===== src/rtl/fpa_pkg.sv =====
// Shared types and constants for the fixed-point ALU.
`timescale 1ns / 1ps
package fpa_pkg;

    // Working width for intermediate values; it holds every product and quotient.
    localparam int XW = 64;

    typedef enum logic [3:0] {
        ACT_ADD,
        ACT_SUB,
        ACT_MUL,
        ACT_DIV,
        ACT_GT,
        ACT_LT,
        ACT_GE,
        ACT_LE,
        ACT_EQ,
        ACT_NE,
        ACT_MIN,
        ACT_MAX,
        ACT_INC,
        ACT_DEC,
        ACT_TO_INT,
        ACT_FROM_INT
    } action_t;

    typedef enum logic [1:0] {
        ST_OK,
        ST_SAT,
        ST_DIV_ZERO
    } status_t;

    typedef struct packed {
        logic    vld;
        action_t act;
    } ctrl_t;

    typedef struct packed {
        logic    cmp;
        status_t st;
        logic    qneg;
        logic    dz;
    } flags_t;

endpackage


===== src/rtl/fpa_cell.sv =====
// One restoring-division cell: produces one quotient bit and passes the item on.
`timescale 1ns / 1ps
module fpa_cell #(
    parameter int EW = 32,
    parameter int NB = 40
) (
    input  logic                   clk,
    input  logic                   rst_n,
    input  fpa_pkg::ctrl_t         ctrl_in,
    input  fpa_pkg::flags_t        flags_in,
    input  logic [31:0]            res_in,
    input  logic signed [2*EW-1:0] prod_in,
    input  logic [NB-1:0]          nq_in,
    input  logic [EW:0]            rem_in,
    input  logic [EW-1:0]          dv_in,
    output fpa_pkg::ctrl_t         ctrl_out,
    output fpa_pkg::flags_t        flags_out,
    output logic [31:0]            res_out,
    output logic signed [2*EW-1:0] prod_out,
    output logic [NB-1:0]          nq_out,
    output logic [EW:0]            rem_out,
    output logic [EW-1:0]          dv_out
);
    import fpa_pkg::*;

    ctrl_t                  ctrl_reg;
    flags_t                 flags_reg;
    logic [31:0]            res_reg;
    logic signed [2*EW-1:0] prod_reg;
    logic [NB-1:0]          nq_reg, nq_next;
    logic [EW:0]            rem_reg, rem_next;
    logic [EW-1:0]          dv_reg;
    logic [EW:0]            trial;
    logic                   ge;

    // Unless the divisor is zero, the remainder stays below the divisor, so its top bit is clear.
    always_comb
    begin
        trial    = {rem_in[EW-1:0], nq_in[NB-1]};
        ge       = (trial >= {1'b0, dv_in});
        rem_next = ge ? (trial - {1'b0, dv_in}) : trial;
        nq_next  = {nq_in[NB-2:0], ge};
    end

    always_ff @(posedge clk or negedge rst_n)
    begin
        if (!rst_n)
        begin
            ctrl_reg <= '0;
        end
        else
        begin
            ctrl_reg <= ctrl_in;
        end
    end

    always_ff @(posedge clk)
    begin
        flags_reg <= flags_in;
        res_reg   <= res_in;
        prod_reg  <= prod_in;
        nq_reg    <= nq_next;
        rem_reg   <= rem_next;
        dv_reg    <= dv_in;
    end

    assign ctrl_out  = ctrl_reg;
    assign flags_out = flags_reg;
    assign res_out   = res_reg;
    assign prod_out  = prod_reg;
    assign nq_out    = nq_reg;
    assign rem_out   = rem_reg;
    assign dv_out    = dv_reg;

endmodule


===== config.mk =====
export PLATFORM = sky130hd
export DESIGN_NAME = fpa_cell
export DESIGN_NICKNAME = d
export VERILOG_FILES = /design/src/rtl/fpa_pkg.sv /design/src/rtl/fpa_cell.sv
export SDC_FILE = /design/constraint.sdc
export NUM_CORES = 1
export LEC_CHECK = 0
export ABC_AREA = 1
export BUFFER_PORTS_ARGS = -buffer_cell sky130_fd_sc_hd__buf_2
export CORE_AREA = 2 2 164 166
export DETAILED_ROUTE_END_ITERATION = 16
export DIE_AREA = 0 0 166 168
export SYNTH_ARGS = -nofsm -noshare
export SYNTH_HDL_FRONTEND = slang
export SYNTH_SLANG_ARGS = --single-unit

===== constraint.sdc =====
create_clock -name clk -period 1.2 [get_ports clk]
set_input_delay 0.24 -clock clk [delete_from_list [all_inputs] [get_ports clk]]
set_output_delay 0.24 -clock clk [all_outputs]
set_load 0.1 [all_outputs]

==> flow_summary.ini <==
[status]
status = complete, but fails checks
failed_checks = negative setup slack

[clock_tree]
cts.clk_slew.worst_paths_ps = 60
tritoncts = yes
cts_buffers = 24
cts_root_buf = clkbuf_16
cts.sinks = 211
clk_path_buf_depth = 3
htree_levels = 1

[floorplanning]
dieArea_sq_um = 27890
die_y_um = 168
die_width_um = 166
fp-row-count = 60
initial_core_util_pct = 28.77
coreArea_sq_um = 26350
ioPinCount = 424

[global_routing]
grt_pass1_wl_um = 52180
antenna_found_initial = 9
grt_max_degree = 31
track_usage_pct = 24.24
grt_overflow = 0
grt_pass1_vias = 8839

[worst_hold_path]
hold_path_depth = 3
hold_class = in -> reg

[power]
intPower_mw = 16.89
leakagePower_nw = 8.978
p_per_area_nw_per_um2 = 1422
p_sw_share_pct = 36.56
power.total_mw = 26.62
pwr-share-comb_pct = 38.6
p_seq_share_pct = 30.6
irDropWorstVdd_uv = 1407
switchingPower_mw = 9.733
power_frac_clock_pct = 30.8

[timing]
finalCritPeriodShare_pct = 122.8
max_slew_margin_pct = 75.32
fmax_ghz = 0.6784
tightest_slew_ps = 368.9
final.setup.worst_slack_ps = -274.1
setup_viol = 245
fin_tns_setup_ps = -22360
slew_violations = 0
rsz0062_at_grt = yes
period_minus_slack_ps = 1474
hold_violations = 0

[placement]
post-dp-hpwl_um = 23770
numPortBuffers = 422
place_ws_ps = -894.6
placed_area_sq_um = 14440
gp_congestion = 0.9019
dp_cells = 1735

[logic_synthesis]
post_synth_num_cell_types = 31
synth_seq_cells = 211
synth_cells = 891
ys_seq_area_share_pct = 56.06
syn-mean-instance-area_sq_um = 8.507
syn_nets = 1137
yosys_warnings = 0
synth_area_sq_um = 7580

[cells_and_area]
design_area_sq_um = 18720
syn2layout_area_growth_pct = 147.0
final_nets = 1900
stdcell_count = 2018
fillers = 1676
drive_gt1_share_pct = 61.60

[setup_path]
endpoint_kind = flip-flop
start_kind = input pin
required_ps = 1670
critPathKind = in -> reg
arrival_ps = 1940
path_max_fanout = 4

[drt]
routed_wl_um = 38060
via_count = 8895
drc = 0
final_antenna_net_count = 0
drtIter0Drc = 462
wl_per_cell_um = 18.86
dr.pass1.iters = 5
vias_per_cell = 4.408

[flow_run]
max-cap-violations = 0
-- critical path, stage by stage --
cell	delay (ps)
buf_2	120
inv_4	40
ha_4	290
nand2_2	120
buf_4	160
nor3_1	290
nand2_2	120
nand2_4	130
buf_6	110
xor2_1	150
nand2_1	90
nand2_2	70
-- path summary, 6_finish.rpt --
path	startpoint	endpoint	slack, ps
worst max-delay path	dv_in[6]	rem_out[12]$_DFF_P_	-270
worst min-delay path	rem_in[17]	rem_out[18]$_DFF_P_	30
max in group asynchronous	rst_n	ctrl_out[1]$_DFF_PN0_	920
min in group asynchronous	rst_n	ctrl_out[0]$_DFF_PN0_	120
-- cell type report --
class	count	area (sq um)	area share, %
Antenna cell	5	12.51	0.06684
Multi-Input combinational cell	513	3775	20.17
Inverter	164	663.1	3.543
Clock inverter	12	195.2	1.043
Timing Repair Buffer	740	8446	45.12
Sequential cell	211	4509	24.09
Tap cell	341	426.7	2.279
Clock buffer	32	691.9	3.696
-- layer usage --
metal  GRT usage, %  part of all wire (%)  vias to the layer above
met1          27.11                    37                     4115
met3          6.041                   7.4                      136
met2          44.74                    51                      412
li1               -                     -                     4226
met5              0                  0.11                        -
met4          8.431                   4.4                        6
-- synth_stat cells --
cell / count / area share, %
nand2_2: 8 / 0.66
a21oi_1: 19 / 1.3
nor3_2: 2 / 0.26
ha_1: 32 / 5.3
buf_4: 2 / 0.20
nor3_4: 1 / 0.21
o21ai_0: 2 / 0.13
and2_1: 7 / 0.58
xor2_1: 14 / 1.6
or2_2: 2 / 0.17
nand3b_1: 11 / 1.1
nor3_1: 8 / 0.53
buf_6: 2 / 0.30
clkinv_1: 2 / 0.099
nor2_1: 34 / 1.7
nor2_4: 5 / 0.74
inv_2: 12 / 0.59
nand4_1: 2 / 0.17
nand2_8: 1 / 0.26
dfxtp_1: 206 / 54
nor2_2: 4 / 0.33
nand2_4: 1 / 0.15
nand3_2: 12 / 1.6
buf_2: 4 / 0.26
nand3_1: 54 / 3.6
nand2_1: 286 / 14
inv_1: 150 / 7.4
buf_12: 1 / 0.26
fa_1: 1 / 0.26
dfrtp_1: 5 / 1.7
a21o_1: 1 / 0.099
-- per-stage QoR --
step	utilization, %	hold WS (ps)
floorplan	-	-55.59
global placement	54.80	54.04
detailed placement	54.80	54.82
CTS	68.26	5.304
global route	71.03	24.18
finish	71.04	30.04
-- cell usage in the layout (no fill, tap or decap), types with 7 or more instances in the layout --
cell,instances
buf_4,105
nand2_1,210
nand2_4,20
nand3b_1,11
dfxtp_2,205
ha_4,32
inv_1,121
inv_2,32
dlygate4sd3_1,199
xor2_1,13
nand2_8,8
buf_2,197
buf_12,218
nor2_4,11
nand2_2,64
nor2_2,7
buf_6,14
clkbuf_16,29
nor2_1,25
a21oi_1,15
nand3_2,35
nand3_1,25
-- power by group through the flow --
stage	combinational (mW)	clock [mW]	sequential, mW
4_1_cts	9.75	8.29	8.13
5_1_grt	10.6	8.65	8.18
6_report	10.3	8.19	8.14
2_1_floorplan	1.53	0	11.8
3_3_place_gp	8.89	0	8.15
3_5_place_dp	8.95	0	8.16
-- registers in the layout, summed over array words and instances, names as in the netlist --
| signal | flops |
|---|---|
| ctrl_out | 5 |
| dv_out | 32 |
| flags_out | 5 |
| nq_out | 40 |
| prod_out | 64 |
| rem_out | 33 |
| res_out | 32 |
-- cell families (layout without fill, tap and decap cells) --
| kind of cell | after synthesis | in the layout | share of synthesized area (%) |
|---|---|---|---|
| compound gates | 22 | 22 | 1.486 |
| buf+inv | 173 | 948 | 9.145 |
| xor+xnor | 14 | 14 | 1.618 |
| flops | 211 | 211 | 56.06 |
| simple gates | 438 | 444 | 26.15 |
| fa+ha+maj | 33 | 33 | 5.546 |
| other cells | 0 | 5 | 0 |
-- what timing repair did --
action                                  CTS  global route
pin swaps                                 8            42
endpoints found under the hold margin   203             0
buffers inserted                         13            10
gates resized for setup                 270           124
endpoints found under the setup margin  245           245
hold buffers                            199             0
gates cloned                              5             7
No activity file was read; power rests on OpenSTA's default activity.
