**src/rtl/fpa_pkg.sv**
```systemverilog
// Shared types and constants for the fixed-point ALU.
`timescale 1ns / 1ps
package fpa_pkg;

    // Working width for intermediate values; it holds every product and quotient.
    localparam int XW = 64;

    typedef enum logic [3:0] {
        ACT_ADD,
        ACT_SUB,
        ACT_MUL,
        ACT_DIV,
        ACT_GT,
        ACT_LT,
        ACT_GE,
        ACT_LE,
        ACT_EQ,
        ACT_NE,
        ACT_MIN,
        ACT_MAX,
        ACT_INC,
        ACT_DEC,
        ACT_TO_INT,
        ACT_FROM_INT
    } action_t;

    typedef enum logic [1:0] {
        ST_OK,
        ST_SAT,
        ST_DIV_ZERO
    } status_t;

    typedef struct packed {
        logic    vld;
        action_t act;
    } ctrl_t;

    typedef struct packed {
        logic    cmp;
        status_t st;
        logic    qneg;
        logic    dz;
    } flags_t;

endpackage

```
**src/rtl/fpa_back.sv**
```systemverilog
// Rounding and saturation of products and quotients, and the result register.
`timescale 1ns / 1ps
module fpa_back #(
    parameter int FB = 8,
    parameter int EW = 32,
    parameter int NB = 40
) (
    input  logic                   clk,
    input  logic                   rst_n,
    input  fpa_pkg::ctrl_t         ctrl_in,
    input  fpa_pkg::flags_t        flags_in,
    input  logic [31:0]            res_in,
    input  logic signed [2*EW-1:0] prod_in,
    input  logic [NB-1:0]          nq_in,
    input  logic [EW:0]            rem_in,
    input  logic [EW-1:0]          dv_in,
    output logic                   done,
    output logic signed [31:0]     result,
    output logic                   compare_true,
    output logic [1:0]             status
);
    import fpa_pkg::*;

    localparam logic signed [XW-1:0] WMAX = signed'((XW'(1) << (EW - 1)) - XW'(1));
    localparam logic signed [XW-1:0] WMIN = -WMAX - XW'(1);
    localparam logic [XW-1:0]        HALF = XW'(1) << (FB - 1);

    logic signed [XW-1:0] p64;
    logic [XW-1:0]        pm;
    logic [XW-1:0]        qm;
    logic [XW-1:0]        qd;
    logic signed [XW-1:0] v;
    logic                 chk;
    status_t              st;
    logic                 done_reg, done_next;
    logic [31:0]          result_reg, result_next;
    logic                 cmp_reg, cmp_next;
    status_t              status_reg, status_next;

    always_comb
    begin
        p64 = XW'(prod_in);
        pm  = p64 < 0 ? unsigned'(-p64) : unsigned'(p64);
        qm  = (pm + HALF) >> FB;
        // Round the quotient up when twice the remainder reaches the divisor.
        qd  = XW'(nq_in) + XW'({rem_in, 1'b0} >= {2'b00, dv_in});
        v   = '0;
        chk = 1'b0;
        st  = flags_in.st;
        if (ctrl_in.act == ACT_MUL)
        begin
            v   = (p64 < 0) ? -signed'(qm) : signed'(qm);
            chk = 1'b1;
        end
        else if (ctrl_in.act == ACT_DIV && !flags_in.dz)
        begin
            v   = flags_in.qneg ? -signed'(qd) : signed'(qd);
            chk = 1'b1;
        end
        else
        begin
            v = XW'(signed'(res_in));
        end
        if (chk)
        begin
            if (v > WMAX)
            begin
                v  = WMAX;
                st = ST_SAT;
            end
            else if (v < WMIN)
            begin
                v  = WMIN;
                st = ST_SAT;
            end
        end
        done_next   = ctrl_in.vld;
        result_next = v[31:0];
        cmp_next    = flags_in.cmp;
        status_next = st;
    end

    always_ff @(posedge clk or negedge rst_n)
    begin
        if (!rst_n)
        begin
            done_reg <= 1'b0;
        end
        else
        begin
            done_reg <= done_next;
        end
    end

    always_ff @(posedge clk)
    begin
        result_reg <= result_next;
        cmp_reg    <= cmp_next;
        status_reg <= status_next;
    end

    assign done         = done_reg;
    assign result       = signed'(result_reg);
    assign compare_true = cmp_reg;
    assign status       = status_reg;

endmodule
```
**config.mk**
```make
export PLATFORM = sky130hd
export DESIGN_NAME = fpa_back
export DESIGN_NICKNAME = d
export VERILOG_FILES = /design/src/rtl/fpa_pkg.sv /design/src/rtl/fpa_back.sv
export SDC_FILE = /design/constraint.sdc
export NUM_CORES = 1
export LEC_CHECK = 0
export BUFFER_PORTS_ARGS = -buffer_cell sky130_fd_sc_hd__buf_4
export CAP_MARGIN = 20
export CORE_MARGIN = 5
export CORE_UTILIZATION = 50
export DETAILED_ROUTE_END_ITERATION = 12
export PLACE_DENSITY = 0.75
export RECOVER_POWER = 100
export SLEW_MARGIN = 20
export SYNTH_ARGS = -nofsm -noshare
export SYNTH_HDL_FRONTEND = slang
export SYNTH_SLANG_ARGS = --single-unit
```
**constraint.sdc**
```tcl
create_clock -name clk -period 0.8 [get_ports clk]
set_input_delay 0.16 -clock clk [delete_from_list [all_inputs] [get_ports clk]]
set_output_delay 0.16 -clock clk [all_outputs]
set_load 0.1 [all_outputs]
```
==> metrics.md <==
| Metric | Value |
|---|---|
| Die H | `157 µm` |
| Routability congestion estimate | `0.957` |
| Clock network power share | `15.6%` |
| Final count of pins violating max slew | `0` |
| Required @ worst endpoint | `0.96 ns` |
| Hpwl dp | `38.6 mm` |
| GRT met2 Usage | `73.2%` |
| First-pass GRT wire length | `84.0 mm` |
| Synthesized net count | `1874` |
| Largest area contributor in the netlist | `xnor2_1` |
| Sw Share | `45.1%` |
| Largest register FFs | `32` |
| Setup crit end kind | `flip-flop` |
| Synthesized area | `10800 µm²` |
| Initial antenna violation count | `6` |
| Post-synth EDFFs | `0` |
| Status | `finished, violations left` |
| IO Count | `249` |
| Post-Syn Area per Cell | `6.63 µm²` |
| Met1 usage in global routing | `45.0%` |
| Synth unique cells | `89` |
| Area share of the largest cell type after synthesis | `10.2%` |
| RSZ-0062 raised after global routing | `yes` |
| Worst min path class | `primary input to flip-flop` |
| Setup crit start kind | `primary input` |
| Core area | `21100 µm²` |
| Crit path max fanout | `7` |
| Final min period | `7.52 ns` |
| Mapped Cells | `1625` |
| Worst slew margin | `22.2%` |
| Hold WS | `0.0869 ns` |
| Most frequent cells in the layout | `819 x buf_4, 144 x nand2_1, 123 x xnor2_1` |
| Max-Cap Viols | `0` |
| WL per Instance | `22.0 µm` |
| Largest net degree at the start of global routing | `64` |
| Gr ovfl total | `0` |
| Reg clk slew, reported paths | `0.06 ns` |
| Failing checks | `negative setup slack` |
| Die Area | `24600 µm²` |
| 1st-iter DRT viols | `2383` |
| Final setup margin | `-6.72 ns` |
| Gr busiest metal | `met2` |
| Seq/Total Area, Yosys | `6.74%` |
| Design Area, Final | `18700 µm²` |
| Vias | `17698` |
| Worst path max stage delay | `0.52 ns` |
| Synth Warn # | `0` |
| CTS tree | `yes` |
| Slowest CP cell | `or4b_4` |
| Final hold violations | `0` |
| TritonCTS Sinks | `36` |
| Switching pwr | `6.94 mW` |
| CTS max path bufs | `2` |
| Ys flop type | `dfxtp_1` |
| Drt total wl | `58.7 mm` |
| Synth area leaders | `xnor2_1 10%, xor2_1 7.5%, dfxtp_1 6.5%` |
| Sequential power share | `14.7%` |
| Layout area overhead | `73.5%` |
| P_leak | `8.19 nW` |
| Die W | `157 µm` |
| Final Net Count | `2644` |
| All-Layer GR Usage | `41.2%` |
| Final ANT Viol Nets | `0` |
| Internal power | `8.44 mW` |
| Clock root buffer | `clkbuf_16` |
| Initial Util | `51.1%` |
| Post-DP Area | `17200 µm²` |
| Crit Path Category | `primary input to flip-flop` |
| Tcrit/Tclk final | `939%` |
| Vias per cell | `6.62` |
| H-tree depth | `2` |
| Final Setup Violations | `70` |
| Residual DRC | `0` |
| Synth async-reset ratio | `2.78%` |
| Drt pass-1 iters | `8` |
| Worst-Margin Slew | `1.16 ns` |
| Met3 GRT Util | `7.91%` |
| Hold path cells | `2` |
| Layout cells sized above 1 | `43.7%` |
| F_max | `0.133 GHz` |
| Logic pwr share | `69.7%` |
| Crit path DAT | `7.68 ns` |
| Synth Register Bits | `36` |
| IO buf count | `248` |
| Core Rows | `53` |
| CTS buffer count | `5` |
| Power Dens Cells | `822 nW/µm²` |
| Worst vdd ir | `0.925 mV` |
| Most common cell after layout, fill and taps aside | `buf_4` |
| Vias in the first global route | `17253` |
[worst max-delay path, delay by kind of cell]
| kind | cells | cell delay (ns) |
|---|---|---|
| xor+xnor | 1 | 0.12 |
| simple gates | 15 | 2.97 |
| buf+inv | 6 | 0.70 |
| compound gates | 17 | 2.72 |
| mux | 1 | 0.30 |
| fa+ha+maj | 3 | 0.67 |
[area by class of cell]
type                    instances  area [µm²]
flip-flops and latches         36         806
inverters                      51         194
diodes                          1        2.50
clock inverters                 3        46.3
fillers                      1106        2390
multi-input cells            1421        9900
well taps                     275         344
clock buffers                   5         125
repair buffers                880        7270
[kinds of logic (layout without fill, tap and decap cells)]
kind of cell             after synthesis  after routing  share of synthesized area, %
AND/OR/NAND/NOR                      690            690                          34.4
AO/OA/AOI/OAI                        451            451                          28.3
XOR/XNOR                             217            217                          17.6
buffers and inverters                168            939                          6.14
adder cells (fa/ha/maj)               36             36                          4.18
flip-flops                            36             36                          6.74
multiplexers                          27             27                          2.60
other                                  0              1                             0
[metal layers]
metal	routed length (µm)	part of all wire [%]
met4	5370	9.1
met2	26800	46
met3	6900	12
met1	19600	33
met5	118	0.20
[through the flow]
| stage | power (mW) | setup WS (ns) | setup TNS (ns) | std cells | util [%] |
|---|---|---|---|---|---|
| floorplan | 7.01 | -6.57 | -221.56 | 1625 | - |
| global placement | 11.0 | -6.75 | -227.70 | 2635 | 81.4 |
| detailed placement | 11.3 | -7.27 | -244.00 | 2635 | 81.4 |
| CTS | 14.4 | -6.31 | -216.73 | 2661 | 87.1 |
| global route | 15.9 | -7.32 | -237.69 | 2671 | 88.6 |
| finish | 15.4 | -6.72 | -224.22 | 2672 | 88.7 |
[power groups by stage]
stage / clock (mW) / combinational (mW) / sequential, mW
global route: 2.44 / 11.2 / 2.25
CTS: 2.28 / 9.89 / 2.21
finish: 2.39 / 10.7 / 2.26
global placement: 0 / 8.88 / 2.15
floorplan: 0 / 3.66 / 3.34
detailed placement: 0 / 9.11 / 2.15
[path summary, 6_finish.rpt]
kind / to / start / slack [ns]
worst max-delay path: result[2] / dv_in[1] / -6.72
worst min-delay path: status[0] / flags_in[2] / 0.09
max in group asynchronous: done / rst_n / 0.47
min in group asynchronous: done / rst_n / 0.23
[cell usage after synthesis, types with 6 or more instances]
| library cell | n |
|---|---|
| a211oi_1 | 12 |
| a21o_1 | 17 |
| a21oi_1 | 58 |
| a22oi_1 | 9 |
| a31oi_1 | 12 |
| and2_1 | 19 |
| and3_1 | 25 |
| and4_1 | 13 |
| buf_1 | 8 |
| clkbuf_1 | 100 |
| dfxtp_1 | 35 |
| ha_1 | 36 |
| inv_1 | 51 |
| mux2_2 | 8 |
| mux2i_1 | 19 |
| nand2_1 | 147 |
| nand2b_1 | 13 |
| nand3_1 | 62 |
| nand3b_1 | 9 |
| nand4_1 | 40 |
| nand4b_1 | 10 |
| nor2_1 | 116 |
| nor2b_1 | 6 |
| nor3_1 | 62 |
| nor3b_1 | 9 |
| nor4_1 | 47 |
| o211ai_1 | 33 |
| o21a_1 | 11 |
| o21ai_0 | 108 |
| o21ai_1 | 37 |
| o22ai_1 | 8 |
| o311ai_0 | 6 |
| o31ai_1 | 42 |
| o41ai_1 | 22 |
| or2_2 | 17 |
| or3_1 | 34 |
| or4_1 | 31 |
| xnor2_1 | 125 |
| xor2_1 | 92 |
[timing repair]
item | CTS | global route
pin swaps | 34 | 36
setup endpoints to repair | 70 | 70
hold buffers | 3 | 0
gates cloned | 4 | 2
endpoints found under the hold margin | 3 | 0
resized for setup | 196 | 51
buffers inserted | 11 | 9
Power figures use the tool's default switching activity.
