[src/rtl/fpa_pkg.sv]
// Shared types and constants for the fixed-point ALU.
`timescale 1ns / 1ps
package fpa_pkg;

    // Working width for intermediate values; it holds every product and quotient.
    localparam int XW = 64;

    typedef enum logic [3:0] {
        ACT_ADD,
        ACT_SUB,
        ACT_MUL,
        ACT_DIV,
        ACT_GT,
        ACT_LT,
        ACT_GE,
        ACT_LE,
        ACT_EQ,
        ACT_NE,
        ACT_MIN,
        ACT_MAX,
        ACT_INC,
        ACT_DEC,
        ACT_TO_INT,
        ACT_FROM_INT
    } action_t;

    typedef enum logic [1:0] {
        ST_OK,
        ST_SAT,
        ST_DIV_ZERO
    } status_t;

    typedef struct packed {
        logic    vld;
        action_t act;
    } ctrl_t;

    typedef struct packed {
        logic    cmp;
        status_t st;
        logic    qneg;
        logic    dz;
    } flags_t;

endpackage

[src/rtl/fpa_front.sv]
// Operand decode, the operations that need no division cells, multiplier and divider set-up.
`timescale 1ns / 1ps
module fpa_front #(
    parameter int FB = 8,
    parameter int EW = 32,
    parameter int NB = 40
) (
    input  logic                   clk,
    input  logic                   rst_n,
    input  logic                   start,
    input  logic [3:0]             action,
    input  logic signed [31:0]     operand_a,
    input  logic signed [31:0]     operand_b,
    output fpa_pkg::ctrl_t         ctrl,
    output fpa_pkg::flags_t        flags,
    output logic [31:0]            res,
    output logic signed [2*EW-1:0] prod,
    output logic [NB-1:0]          nq,
    output logic [EW-1:0]          dv
);
    import fpa_pkg::*;

    localparam logic signed [XW-1:0] WMAX = signed'((XW'(1) << (EW - 1)) - XW'(1));
    localparam logic signed [XW-1:0] WMIN = -WMAX - XW'(1);

    logic signed [EW-1:0] a;
    logic signed [EW-1:0] b;
    logic signed [XW-1:0] a64;
    logic signed [XW-1:0] b64;
    logic [XW-1:0]        amag;
    logic [XW-1:0]        bmag;
    logic signed [XW-1:0] v;
    logic                 chk;
    action_t              act;
    ctrl_t                ctrl_reg, ctrl_next;
    flags_t               flags_reg, flags_next;
    logic [31:0]          res_reg, res_next;
    logic signed [2*EW-1:0] prod_reg, prod_next;
    logic [NB-1:0]        nq_reg, nq_next;
    logic [EW-1:0]        dv_reg, dv_next;

    always_comb
    begin
        a    = signed'(operand_a[EW-1:0]);
        b    = signed'(operand_b[EW-1:0]);
        a64  = XW'(a);
        b64  = XW'(b);
        amag = a64 < 0 ? unsigned'(-a64) : unsigned'(a64);
        bmag = b64 < 0 ? unsigned'(-b64) : unsigned'(b64);
        act  = action_t'(action);
        v    = '0;
        chk  = 1'b0;
        flags_next = '{cmp: 1'b0, st: ST_OK, qneg: a[EW-1] ^ b[EW-1], dz: (b == 0)};
        case (act)
            ACT_ADD:      begin v = a64 + b64;          chk = 1'b1; end
            ACT_SUB:      begin v = a64 - b64;          chk = 1'b1; end
            ACT_INC:      begin v = a64 + XW'(1);       chk = 1'b1; end
            ACT_DEC:      begin v = a64 - XW'(1);       chk = 1'b1; end
            ACT_FROM_INT: begin v = a64 <<< FB;         chk = 1'b1; end
            ACT_MUL:      v = '0;
            ACT_DIV:
            begin
                if (b == 0)
                begin
                    v = (a >= 0) ? WMAX : WMIN;
                    flags_next.st = ST_DIV_ZERO;
                end
            end
            ACT_GT:  flags_next.cmp = (a > b);
            ACT_LT:  flags_next.cmp = (a < b);
            ACT_GE:  flags_next.cmp = (a >= b);
            ACT_LE:  flags_next.cmp = (a <= b);
            ACT_EQ:  flags_next.cmp = (a == b);
            ACT_NE:  flags_next.cmp = (a != b);
            ACT_MIN: v = (a < b) ? a64 : b64;
            ACT_MAX: v = (a > b) ? a64 : b64;
            ACT_TO_INT:
            begin
                v = signed'(amag >> FB);
                if (a < 0)
                begin
                    v = -v;
                end
            end
            default: v = '0;
        endcase
        if (chk)
        begin
            if (v > WMAX)
            begin
                v = WMAX;
                flags_next.st = ST_SAT;
            end
            else if (v < WMIN)
            begin
                v = WMIN;
                flags_next.st = ST_SAT;
            end
        end
        res_next  = v[31:0];
        prod_next = a * b;
        nq_next   = NB'(amag << FB);
        dv_next   = bmag[EW-1:0];
        ctrl_next = '{vld: start, act: act};
    end

    always_ff @(posedge clk or negedge rst_n)
    begin
        if (!rst_n)
        begin
            ctrl_reg <= '0;
        end
        else
        begin
            ctrl_reg <= ctrl_next;
        end
    end

    always_ff @(posedge clk)
    begin
        flags_reg <= flags_next;
        res_reg   <= res_next;
        prod_reg  <= prod_next;
        nq_reg    <= nq_next;
        dv_reg    <= dv_next;
    end

    assign ctrl  = ctrl_reg;
    assign flags = flags_reg;
    assign res   = res_reg;
    assign prod  = prod_reg;
    assign nq    = nq_reg;
    assign dv    = dv_reg;

endmodule

[config.mk]
export PLATFORM = sky130hd
export DESIGN_NAME = fpa_front
export DESIGN_NICKNAME = d
export VERILOG_FILES = /design/src/rtl/fpa_pkg.sv /design/src/rtl/fpa_front.sv
export SDC_FILE = /design/constraint.sdc
export NUM_CORES = 2
export LEC_CHECK = 0
export BUFFER_PORTS_ARGS = -buffer_cell sky130_fd_sc_hd__clkbuf_2
export CAP_MARGIN = 40
export CELL_PAD_IN_SITES_DETAIL_PLACEMENT = 1
export CELL_PAD_IN_SITES_GLOBAL_PLACEMENT = 1
export CORE_UTILIZATION = 45
export CTS_BUF_LIST = sky130_fd_sc_hd__clkbuf_4 sky130_fd_sc_hd__clkbuf_8
export CTS_CLUSTER_DIAMETER = 30
export CTS_CLUSTER_SIZE = 16
export DETAILED_ROUTE_END_ITERATION = 8
export PLACE_DENSITY_LB_ADDON = 0.1
export SLEW_MARGIN = 20
export SYNTH_ARGS = -nofsm -noshare
export SYNTH_HDL_FRONTEND = slang
export SYNTH_SLANG_ARGS = --single-unit
[constraint.sdc]
create_clock -name clk -period 1.1 [get_ports clk]
set_clock_uncertainty 0.05 [all_clocks]
set_input_delay 0.11 -clock clk [delete_from_list [all_inputs] [get_ports clk]]
set_output_delay 0.11 -clock clk [all_outputs]
set_load 0.02 [all_outputs]
==> impl_metrics.env <==
export IMPL_start_util_pct=45.5
export IMPL_synth_ff_type="dfxtp_1"
export IMPL_drtPass1Iterations=5
export IMPL_h_tree_depth=4
export IMPL_cts_clk_slew_worst_paths_ns=0.13
export IMPL_synth_seq_cells=170
export IMPL_rsz0062_at_grt="true"
export IMPL_outcome="finished, violations left"
export IMPL_violations="setup timing"
export IMPL_drive_gt1_share_pct=31.7
export IMPL_final_max_slew_viol_count=0
export IMPL_final_common_cell="buf_4"
export IMPL_max_freq_mhz=136
export IMPL_maxCapViolCount=0
export IMPL_finalNetCount=8315
export IMPL_drc_errors=0
export IMPL_num_vias=48900
export IMPL_numCtsBuffers=17
export IMPL_slew_headroom_pct=55.9
export IMPL_layout_setup_ws_ns=-6.28
export IMPL_die_h_um=332
export IMPL_grt_pass1_vias=54300
export IMPL_ys_seq_area_share_pct=7.01
export IMPL_rows=120
export IMPL_placed_cell_area_um2=61400
export IMPL_yosys_warnings=0
export IMPL_wl_per_cell_um=29.6
export IMPL_crit_fanout=8
export IMPL_grt_max_degree=53
export IMPL_cp_start_kind="primary input"
export IMPL_synth_enable_flop_cells=0
export IMPL_io_buffer_count=240
export IMPL_setup_violations=325
export IMPL_whs_ns=0.0200
export IMPL_routed_wirelength_mm=247
export IMPL_gp_congestion=0.996
export IMPL_stdcell_area_um2=66400
export IMPL_tns_ns=-501.32
export IMPL_boundaryPins=249
export IMPL_num_fill_cells=12200
export IMPL_path_common_cell="fa_1"
export IMPL_critPathSlowestCell="fa_1"
export IMPL_clock_sinks=170
export IMPL_largest_reg_flops=64
export IMPL_period_share_pct=671
export IMPL_core_area_um2=107000
export IMPL_synth_area_um2=48900
export IMPL_syn_avg_cell_area_um2=8.63
export IMPL_crit_arrival_ns=7.93
export IMPL_grt_pass1_wl_mm=348
export IMPL_hp_class="in2reg"
export IMPL_drt_first_iter_violations=4086
export IMPL_yosysUniqueCellTypes=87
export IMPL_async_reset_ff_share_pct=2.94
export IMPL_antenna_found_initial=23
export IMPL_end_kind="flop"
export IMPL_cts_tree="done"
export IMPL_dp_hpwl_mm=190
export IMPL_clockRootBuffer="clkbuf_8"
export IMPL_viasPerCell=5.87
export IMPL_post_route_min_period_ns=7.38
export IMPL_grt_overflow=0
export IMPL_tightestPinTransition_ns=0.662
export IMPL_antenna_left=0
export IMPL_die_area_um2=110000
export IMPL_die_x_um=332
export IMPL_areaGrowthSynthToFinish_pct=35.8
export IMPL_hold_viol=0
export IMPL_synthesis_instances=5666
export IMPL_critical_path_required_ns=1.65
export IMPL_clock_path_buffers=2
export IMPL_cpPeakStageDelay_ns=0.65
export IMPL_path_class="in2reg"
export IMPL_final_cell_mix="buf_4 (1,087), fa_1 (1,017), inv_1 (1,011)"
export IMPL_grt_total_usage_pct=43.3
## area by class of cell
cell class	count	area, um2	area share (%)
Antenna cell	15	37.5	0.0566
Clock buffer	17	234	0.353
Clock inverter	15	195	0.294
Inverter	1110	4270	6.43
Multi-Input combinational cell	4022	43100	65.0
Sequential cell	170	3430	5.17
Tap cell	1403	1760	2.64
Timing Repair Buffer	1585	13300	20.1
## timing repair
action | CTS | global route
hold buffers | 33 | 0
pin swaps | 211 | 160
buffers inserted | 112 | 65
endpoints found under the setup margin | 324 | 326
gates cloned | 2 | 0
gates resized for setup | 534 | 238
endpoints found under the hold margin | 32 | 0
## metrics by stage
step	util [%]	worst slack, ns	std cells
CTS	60.6	-5.84	8281
detailed placement	57.2	-6.96	8120
global placement	57.2	-6.80	8119
finish	61.8	-6.28	8337
global route	61.8	-6.35	8331
floorplan	-	-6.87	5673
## final timing paths
path,startpoint,end,slack [ns],cells after the start
min,operand_a[14],nq[22],0.02,4
max,operand_a[10],prod[61],-6.28,31
min in group asynchronous,rst_n,ctrl[3],0.31,3
max in group asynchronous,rst_n,ctrl[0],0.48,3
## synth_stat cells, types with 15 or more instances
library cell  number  area (um2)
inv_1           1091        4100
fa_1            1084       21700
nand2_1          660        2480
nor2_1           333        1250
and2_1           314        1960
clkbuf_1         298        1120
ha_1             254        3180
a21oi_1          197         986
dfxtp_1          165        3300
xnor2_1          155        1360
o21ai_0          143         716
nor3_1            93         465
nand3_1           70         350
a21o_1            57         428
buf_1             56         210
nand4_1           46         288
xor2_1            46         403
a31oi_1           38         238
nor4_1            38         238
nand2b_1          35         219
o211ai_1          34         255
a211oi_1          25         188
and3_1            24         150
o31ai_1           21         158
or4_1             20         150
o21ai_1           19        95.1
nor2b_1           18         113
or3_1             18         113
o22ai_1           17         106
o41ai_1           16         140
clkinv_1          15        56.3
## layer usage
layer / vias up / track usage, % / wire, um
li1: 20000 / - / -
met1: 25300 / 50.6 / 88600
met2: 2620 / 71.6 / 116000
met3: 1039 / 7.50 / 19900
met4: 12 / 32.1 / 22700
met5: - / 0 / 86
## worst max-delay path, delay by kind of cell
family                     cells  cell delay [ns]
and+or+nand+nor                3             0.39
xor gates and xnor gates       1             0.16
adders and majority gates      9             4.49
buffers and inverters         11             1.38
AOI/OAI and AO/OA              7             1.34
## cells by family after synthesis
kind of cell             Yosys count  synth area share [%]
other                              1               0.00767
AND/OR/NAND/NOR                 1723                  16.8
multiplexers                      16                 0.335
adder cells (fa/ha/maj)         1338                  50.9
buffers and inverters           1481                  11.5
XOR/XNOR                         201                  3.60
flip-flops                       170                  7.01
AO/OA/AOI/OAI                    736                  9.85
Power is not shown: default switching activity piles up to over one toggle a cycle in this logic, so the estimate is an artifact.
